$ cat config.mk
export PLATFORM = sky130hd
export DESIGN_NAME = lru_key_value_cache
export DESIGN_NICKNAME = d
export VERILOG_FILES = /design/src/hw/rtl/lkvc_pkg.sv /design/src/hw/rtl/lru_key_value_cache.sv /design/src/hw/rtl/lkvc_req_stage.sv /design/src/hw/rtl/lkvc_store.sv /design/src/hw/rtl/lkvc_rsp_stage.sv
export SDC_FILE = /design/constraint.sdc
export NUM_CORES = 2
export LEC_CHECK = 0
export BUFFER_PORTS_ARGS = -buffer_cell sky130_fd_sc_hd__buf_4
export CAP_MARGIN = 0
export CORE_MARGIN = 2
export CORE_UTILIZATION = 30
export DETAILED_ROUTE_END_ITERATION = 7
export PLACE_DENSITY = 0.41
export SLEW_MARGIN = 5
export SYNTH_ARGS = -nofsm -noshare
export SYNTH_HDL_FRONTEND = slang
export SYNTH_SLANG_ARGS = --single-unit
export TNS_END_PERCENT = 100
$ cat constraint.sdc
create_clock -name clock -period 8.6 [get_ports clock]
set_input_delay 0.86 -clock clock [delete_from_list [all_inputs] [get_ports clock]]
set_output_delay 0.86 -clock clock [all_outputs]
set_load 0.01 [all_outputs]
$ cat src/hw/rtl/lkvc_pkg.sv
// ----------------------------------------------------------------------------
// lkvc_pkg
// Shared constants and word types for the LRU key/value cache.
// ----------------------------------------------------------------------------
package lkvc_pkg;

   localparam int ENTRIES = 16;
   localparam int IDX_W   = (ENTRIES > 1) ? $clog2(ENTRIES) : 1;
   localparam int CNT_W   = $clog2(ENTRIES + 1);
   localparam int CAP_W   = 5;
   localparam int KEY_W   = 32;
   localparam int VAL_W   = 32;

   localparam logic [CAP_W-1:0] CAP_RESET = CAP_W'(16);
   localparam logic             CMD_GET   = 1'b0;
   localparam logic             CMD_PUT   = 1'b1;
   localparam logic [VAL_W-1:0] MISS_DATA = '1;

   typedef struct packed {
      logic                    command;
      logic signed [KEY_W-1:0] key;
      logic signed [VAL_W-1:0] value;
   } req_word_type;

   typedef struct packed {
      logic                    found;
      logic signed [VAL_W-1:0] data;
   } rsp_word_type;

endpackage

$ cat src/hw/rtl/lru_key_value_cache.sv
// ----------------------------------------------------------------------------
// lru_key_value_cache
// Fully associative key/value cache with least-recently-used replacement.
// ----------------------------------------------------------------------------
//  channel  dir  handshake        word
//  req      in   valid / stall    command, key, value
//  rsp      out  valid / stall    found, data
//  csr      in   valid / ready    capacity (5 bits)
//
//  One word per clock unless rsp is stalled; requests pass the input, then the
//  result register. Key compare and age update over all entries set the rate.
//  Reset clears valid bits, ages and occupancy; capacity returns to 16.
//  A stalled rsp holds its word; req stalls only while both registers hold a
//  word and rsp is stalled.
// ----------------------------------------------------------------------------
module lru_key_value_cache (
   input  logic                                clock,
   input  logic                                reset,
   input  logic                                req_valid,
   output logic                                req_stall,
   input  logic                                req_command,
   input  logic signed [lkvc_pkg::KEY_W-1:0]   req_key,
   input  logic signed [lkvc_pkg::VAL_W-1:0]   req_value,
   output logic                                rsp_valid,
   input  logic                                rsp_stall,
   output logic                                rsp_found,
   output logic signed [lkvc_pkg::VAL_W-1:0]   rsp_data,
   input  logic                                csr_valid,
   output logic                                csr_ready,
   input  logic [lkvc_pkg::CAP_W-1:0]          csr_data
);
   import lkvc_pkg::*;

   req_word_type in_word, cur_word;
   rsp_word_type result, out_word;
   logic         process, out_free;

   assign in_word.command = req_command;
   assign in_word.key     = req_key;
   assign in_word.value   = req_value;
   assign csr_ready       = 1'b1;
   assign rsp_found       = out_word.found;
   assign rsp_data        = out_word.data;

   lkvc_req_stage u_req (
      .clock     (clock),
      .reset     (reset),
      .req_valid (req_valid),
      .req_stall (req_stall),
      .req_word  (in_word),
      .out_free  (out_free),
      .process   (process),
      .word      (cur_word)
   );

   lkvc_store u_store (
      .clock     (clock),
      .reset     (reset),
      .csr_valid (csr_valid),
      .csr_data  (csr_data),
      .process   (process),
      .word      (cur_word),
      .result    (result)
   );

   lkvc_rsp_stage u_rsp (
      .clock     (clock),
      .reset     (reset),
      .process   (process),
      .result    (result),
      .out_free  (out_free),
      .rsp_valid (rsp_valid),
      .rsp_stall (rsp_stall),
      .rsp_word  (out_word)
   );

endmodule

$ cat src/hw/rtl/lkvc_req_stage.sv
// ----------------------------------------------------------------------------
// lkvc_req_stage
// Input register: holds one request word until the core can process it.
// ----------------------------------------------------------------------------
module lkvc_req_stage (
   input  logic                  clock,
   input  logic                  reset,
   input  logic                  req_valid,
   output logic                  req_stall,
   input  lkvc_pkg::req_word_type req_word,
   input  logic                  out_free,
   output logic                  process,
   output lkvc_pkg::req_word_type word
);
   import lkvc_pkg::*;

   logic         valid_ff, valid_in;
   req_word_type word_ff;
   logic         accept;

   assign req_stall = valid_ff && !out_free;
   assign accept    = req_valid && !req_stall;
   assign process   = valid_ff && out_free;
   assign word      = word_ff;
   assign valid_in  = accept || (valid_ff && !process);

   always_ff @(posedge clock) begin
      if (reset) begin
         valid_ff <= 1'b0;
      end else begin
         valid_ff <= valid_in;
      end
   end

   always_ff @(posedge clock) begin
      if (accept) begin
         word_ff <= req_word;
      end
   end

endmodule

$ cat src/hw/rtl/lkvc_store.sv
// ----------------------------------------------------------------------------
// lkvc_store
// Entry store with parallel key match, recency ages and LRU replacement.
// ----------------------------------------------------------------------------
module lkvc_store (
   input  logic                         clock,
   input  logic                         reset,
   input  logic                         csr_valid,
   input  logic [lkvc_pkg::CAP_W-1:0]   csr_data,
   input  logic                         process,
   input  lkvc_pkg::req_word_type       word,
   output lkvc_pkg::rsp_word_type       result
);
   import lkvc_pkg::*;

   logic [KEY_W-1:0] key_ff   [ENTRIES];
   logic [VAL_W-1:0] value_ff [ENTRIES];
   logic [ENTRIES-1:0] valid_ff, valid_in;
   logic [IDX_W-1:0] age_ff [ENTRIES];
   logic [IDX_W-1:0] age_in [ENTRIES];
   logic [CNT_W-1:0] occ_ff, occ_in;
   logic [CAP_W-1:0] cap_ff;

   logic [CNT_W-1:0]   cap_eff;
   logic [ENTRIES-1:0] match, victim, valid_ev, free_vec, slot_oh;
   logic [ENTRIES-1:0] key_we, val_we;
   logic               hit, is_put, do_touch, do_insert, do_evict;
   logic [IDX_W-1:0]   hit_age, old_age;
   logic [VAL_W-1:0]   hit_value;

   always_comb begin
      if (32'(cap_ff) > ENTRIES) begin
         cap_eff = CNT_W'(ENTRIES);
      end else begin
         cap_eff = CNT_W'(cap_ff);
      end

      old_age   = IDX_W'(occ_ff - CNT_W'(1));
      hit_age   = '0;
      hit_value = '0;
      for (int i = 0; i < ENTRIES; i++) begin
         match[i]  = valid_ff[i] && (key_ff[i] == word.key);
         victim[i] = valid_ff[i] && (age_ff[i] == old_age);
         hit_age   = hit_age | (match[i] ? age_ff[i] : '0);
         hit_value = hit_value | (match[i] ? value_ff[i] : '0);
      end
      hit = |match;

      is_put    = (word.command == CMD_PUT);
      do_touch  = process && hit;
      do_insert = process && is_put && !hit && (cap_eff != '0);
      do_evict  = do_insert && (occ_ff >= cap_eff) && (occ_ff != '0);

      valid_ev = valid_ff & ~(do_evict ? victim : '0);
      free_vec = ~valid_ev;
      slot_oh  = free_vec & (~free_vec + ENTRIES'(1));

      valid_in = valid_ff;
      key_we   = '0;
      val_we   = '0;
      for (int i = 0; i < ENTRIES; i++) begin
         age_in[i] = age_ff[i];
         if (do_touch) begin
            if (match[i]) begin
               age_in[i] = '0;
            end else if (valid_ff[i] && (age_ff[i] < hit_age)) begin
               age_in[i] = age_ff[i] + IDX_W'(1);
            end
            val_we[i] = match[i] && is_put;
         end
         if (do_insert) begin
            valid_in[i] = valid_ev[i] | slot_oh[i];
            if (slot_oh[i]) begin
               age_in[i] = '0;
            end else if (valid_ev[i]) begin
               age_in[i] = age_ff[i] + IDX_W'(1);
            end else begin
               age_in[i] = '0;
            end
            key_we[i] = slot_oh[i];
            val_we[i] = slot_oh[i];
         end
      end

      occ_in = occ_ff;
      if (do_insert && (slot_oh != '0) && !do_evict) begin
         occ_in = occ_ff + CNT_W'(1);
      end

      result.found = hit;
      if (is_put) begin
         result.data = word.value;
      end else if (hit) begin
         result.data = hit_value;
      end else begin
         result.data = MISS_DATA;
      end
   end

   always_ff @(posedge clock) begin
      if (reset) begin
         valid_ff <= '0;
         occ_ff   <= '0;
         cap_ff   <= CAP_RESET;
         for (int i = 0; i < ENTRIES; i++) begin
            age_ff[i] <= '0;
         end
      end else begin
         valid_ff <= valid_in;
         occ_ff   <= occ_in;
         for (int i = 0; i < ENTRIES; i++) begin
            age_ff[i] <= age_in[i];
         end
         if (csr_valid) begin
            cap_ff <= csr_data;
         end
      end
   end

   always_ff @(posedge clock) begin
      for (int i = 0; i < ENTRIES; i++) begin
         if (key_we[i]) begin
            key_ff[i] <= word.key;
         end
         if (val_we[i]) begin
            value_ff[i] <= word.value;
         end
      end
   end

endmodule

$ cat src/hw/rtl/lkvc_rsp_stage.sv
// ----------------------------------------------------------------------------
// lkvc_rsp_stage
// Result register: holds one response word until the consumer takes it.
// ----------------------------------------------------------------------------
module lkvc_rsp_stage (
   input  logic                   clock,
   input  logic                   reset,
   input  logic                   process,
   input  lkvc_pkg::rsp_word_type result,
   output logic                   out_free,
   output logic                   rsp_valid,
   input  logic                   rsp_stall,
   output lkvc_pkg::rsp_word_type rsp_word
);
   import lkvc_pkg::*;

   logic         valid_ff, valid_in;
   rsp_word_type word_ff;

   assign out_free  = !valid_ff || !rsp_stall;
   assign valid_in  = process || (valid_ff && rsp_stall);
   assign rsp_valid = valid_ff;
   assign rsp_word  = word_ff;

   always_ff @(posedge clock) begin
      if (reset) begin
         valid_ff <= 1'b0;
      end else begin
         valid_ff <= valid_in;
      end
   end

   always_ff @(posedge clock) begin
      if (process) begin
         word_ff <= result;
      end
   end

endmodule

# Yosys cells after proc, flatten, opt, wreduce, memory -nomap -nowiden
# Memories as Yosys holds them, arrays and structs flattened.
# Cells that the tools add are included.
# word_totals
register_bits	126
ram_bits	1088
inputBits	75
out_inout_bits	36
wordCells	563
memories	3
# mem_list
name	depth	width	rd	rd_ports_with_merged_regs	wr	line	rtl
u_store.key_ff	16	32	16	0	1	lkvc_store.sv:16	logic [KEY_W-1:0] key_ff [ENTRIES];
u_store.value_ff	16	32	16	0	16	lkvc_store.sv:17	logic [VAL_W-1:0] value_ff [ENTRIES];
u_store.age_ff	16	4	16	0	16	lkvc_store.sv:19	logic [IDX_W-1:0] age_ff [ENTRIES];
# classes
add_sub_neg	19
order_cmp	18
n_eq_ne	32
muxes	308
bitwise	67
n_reduce_logical	106
# ops
op	count
$mux W32	33
$mux W4	143
$eq A32 B32 Y1	16
$or A32 B32 Y32	15
$reduce_or A32 Y1	15
$mux W1	130
$logic_and A1 B1 Y1	77
$add A4 B1 Y4 const B	16
$eq A4 B4 Y1	16
$lt A4 B4 Y1	16
$or A4 B4 Y4	15
$not A16 Y16	3
$and A16 B16 Y16	2
$or A1 B1 Y1	32
$add A16 B1 Y16 const B	1
$mux W16	1
$reduce_bool A16 Y1	1
$reduce_or A16 Y1	1
$reduce_bool A5 Y1	2
$logic_not A1 Y1	7
$add A5 B1 Y5 const B	1
$ge A5 B5 Y1	1
$gt A5 B5 Y1 const B	1
$mux W5	1
2 further kinds	4

# Logic depth before layout (Yosys ltp)
# An unclocked memory read counts as a cell.
# logic_depth
depth_word	35
ltp_mapped	19
depth_no_buf	17

# Modules after synthesis
# A second synthesis with hierarchy kept.
# unflattened
cells_unflattened	3804
area_unflattened_um2	53268.6
# modules_own_cells
module	instances	cells_each	area_per_inst_um2	seq_area_each_um2
lkvc_store	1	3695	50225.7	32551.2
lkvc_req_stage	1	70	2008.2	1971.9
lkvc_rsp_stage	1	37	1023.5	1011.0
lru_key_value_cache	1	2	11.3	0.0

# Least setup slack after synthesis
# No wires, ideal clock.
# synth_timing
path_type	reg2reg
startpoint	reg u_req.word_ff (netlist bit u_req.word[41])
endpoint	mem u_store.value_ff[1][0], in the netlist u_store.value_ff[0][32], enable pin
setup_ps	428
t_arrival_ps	7386
required_time_ps	8172
slack_ps	786
path_stages_with_launch	15
n_path_buf	5
period_less_slack_ps	7814
cell_sequence	edfxtp_1 -> buf_2 -> buf_6 -> xor2_1 -> nor4_1 -> and3_1 -> and3_1 -> buf_2 -> or4_1 -> nor4_2 -> nand2_2 -> buf_2 -> buf_6 -> nor4_1 -> o21bai_1
# synth_rtl
item	line	rtl
start: declaration	lkvc_req_stage.sv:18	req_word_type word_ff;
start signal: assignment	lkvc_req_stage.sv:37	word_ff <= req_word;
end: declaration	lkvc_store.sv:17	

==> impl_metrics.json <==
{
  "grt_pass1_vias": 31100,
  "cts_made_buffers": 144,
  "core_area_um2": 170000,
  "drt-wirelength-per-cell_um": 28.7,
  "setup_tns_ns": 0,
  "p_leak_nw": 18.9,
  "syn_avg_cell_area_um2": 14.8,
  "start_util_pct": 30.3,
  "layout-drive-gt1-share_pct": 14.4,
  "port_buffers": 109,
  "drv_slew": 0,
  "antenna_found_initial": 1,
  "fin_worst_skew_ns": 0.0438,
  "synthArstFlopShare_pct": 0,
  "rows": 151,
  "fin_crit_ns": 6.62,
  "tritoncts": "done",
  "ios": 111,
  "viasPerCell": 5.20,
  "crit_path_end_kind": "flop",
  "fin_hold_ws_ns": 0.237,
  "period_share_pct": 76.9,
  "synth_ff_type": "edfxtp_1",
  "synthesis.area_um2": 51400,
  "drc": 0,
  "crit_fanout": 37,
  "dpl.hpwl_um": 105000,
  "grt_max_degree": 65,
  "timing_worst_setup_path_type": "flop to flop",
  "placed_cells": 5748,
  "startpoint_type": "flop",
  "fp.dieH_um": 418,
  "maxSlewHeadroom_pct": 18.7,
  "via_count": 31200,
  "maxCapViolations": 0,
  "cp_data_required_time_ns": 8.99,
  "first_iter_violations": 2725,
  "cts_setup_buffers": 0,
  "clk_latency_ns": 0.81,
  "drt-total-wl_um": 172000,
  "synth_seq_cells": 1214,
  "status": "completed",
  "nNetsFinal": 3791,
  "stdcell_count": 6004,
  "fp.dieW_um": 418,
  "die_area_um2": 175000,
  "yosysWarnings": 0,
  "htree_num_levels": 4,
  "grt_overflow": 0,
  "worst_slack_ns": 1.98,
  "first_pass_iters": 5,
  "fmax_mhz": 151,
  "ant_nets": 0,
  "rsz0062_at_grt": "no",
  "synth-edff-count": 1122,
  "setup_viol": 0,
  "worstMarginPinSlew_ns": 1.21,
  "r2r_slack_ns": 1.98,
  "grt_use_total_pct": 19.6,
  "fin_util_pct": 35.3,
  "cts.clk_slew.worst_paths_ns": 0.06,
  "diodes": 0,
  "hold_viol": 0,
  "gp_congestion": 0.905,
  "ys_types": 87,
  "hold_path.class": "input port to flop",
  "synth_fp_nets": 3582,
  "ys_seq_area_share_pct": 69.1,
  "p_per_area_nw_per_um2": 219,
  "cp.arrival_ns": 7.00,
  "grt_pass1_wl_um": 244000,
  "vdd.ir_drop.worst_uv": 202,
  "hold_buffers": 0,
  "dp_slack_ns": 1.98,
  "synthCells": 3467,
  "cts_resized": 0,
  "cts-root-buf": "clkbuf_16",
  "area_growth_pct": 16.7,
  "clock-sinks": 1214,
  "clock_path_buffers": 3
}
==> synthesized netlist by cell type (all sizes together) (20+ instances only) <==
cell type     n  share of area, %
inv          98              0.72
o21ai        55              0.54
o21a         20              0.29
nor3         46              0.48
xnor2       484               8.3
a22oi       130               1.9
a21oi        85              0.83
buf         103               1.4
dfxtp        92               3.6
nand4       208               2.5
clkbuf       79              0.58
nand2        85              0.63
nand3        92              0.90
nor2        108              0.80
ha           40              0.97
and3         39              0.47
nor4         66              0.99
a221oi       69               1.2
edfxtp     1122                66
xor2         77               1.3
a22o         67               1.1
==> power breakdown <==
group	total [mW]	internal [mW]	switching, mW
clock	6.08	3.48	2.60
sequential	6.57	6.49	0.0789
combinational	0.481	0.172	0.309
==> worst max-delay path, cell delays in order (launching register included) <==
cell      delay (ns)
edfxtp_1        1.10
xnor2_1         0.20
nand4_1         0.12
nor4_2          0.78
and3_2          0.34
buf_4           0.59
nor4_1          0.21
and4_2          0.30
nand3_1         0.40
o21ai_0         0.22
a211oi_1        0.34
and2_2          0.21
buf_4           0.42
a21o_2          0.93
==> state kept, by name, indices dropped and copies added, names as in the netlist <==
register	flops
u_rsp.rsp_valid	1
u_store.value_ff	512
u_store.valid_ff	16
u_req.word	65
u_store.age_ff	64
u_store.occ_ff	5
u_store.cap_ff	5
u_store.key_ff	512
u_req.valid_ff	1
u_rsp.rsp_word	33
==> area by class of cell <==
cell class	instances	area (um^2)
timing repair buffer	245	1890
sequential	1214	35500
multi-input combinational	1972	14800
clock buffer	184	3800
fill	16300	110000
inverter	99	372
clock inverter	72	883
tap	2218	2780
==> final timing paths <==
kind	start	end	cells past startpoint
worst max register to register	u_req.word[63]	u_store.value_ff[1][168]	13
worst min-delay path	req_key[26]	u_req.word[58]	1
worst max-delay path	u_req.word[63]	u_store.value_ff[1][168]	13
worst min register to register	u_req.valid_ff	u_rsp.rsp_valid	2
==> kinds of logic after synthesis <==
family | after synthesis | share of synthesized area (%)
xor gates and xnor gates | 567 | 9.83
DFF | 1214 | 69.1
and+or+nand+nor | 744 | 8.17
muxes | 22 | 0.438
other | 1 | 0.00729
AOI/OAI and AO/OA | 593 | 8.69
adders and majority gates | 45 | 1.08
buffers and inverters | 281 | 2.70
==> placed cells by master (no fill, tap or decap), types with 22 or more instances in the layout <==
cell	n
a22o_1	67
buf_4	241
xnor2_1	482
o21ai_0	51
nand2_1	84
and3_1	24
a22oi_1	130
nor4_1	47
a21oi_1	82
nand4_1	207
nor2_1	101
clkbuf_1	35
edfxtp_1	1122
dfxtp_1	92
nor3_1	44
inv_1	98
a221oi_1	69
clkinv_2	22
nand3_1	92
clkbuf_16	144
xor2_1	77
ha_1	40
==> stage by stage <==
stage | power, mW | cell area [um^2]
after floorplan | 6.95 | 51400
after global placement | 7.19 | 55300
after detailed placement | 7.19 | 55300
after CTS | 13.3 | 60000
after global routing | 13.6 | 60000
final | 13.1 | 60000
==> per-layer routing <==
| layer | share of wire [%] | GRT usage [%] | wire length (um) |
|---|---|---|---|
| met2 | 46 | 30.9 | 79400 |
| met3 | 5.0 | 3.05 | 8680 |
| met1 | 47 | 27.9 | 80200 |
| met5 | 0.0075 | 0 | 13 |
| met4 | 2.3 | 5.26 | 3980 |
Note: power is estimated with default switching activity, not from simulation.
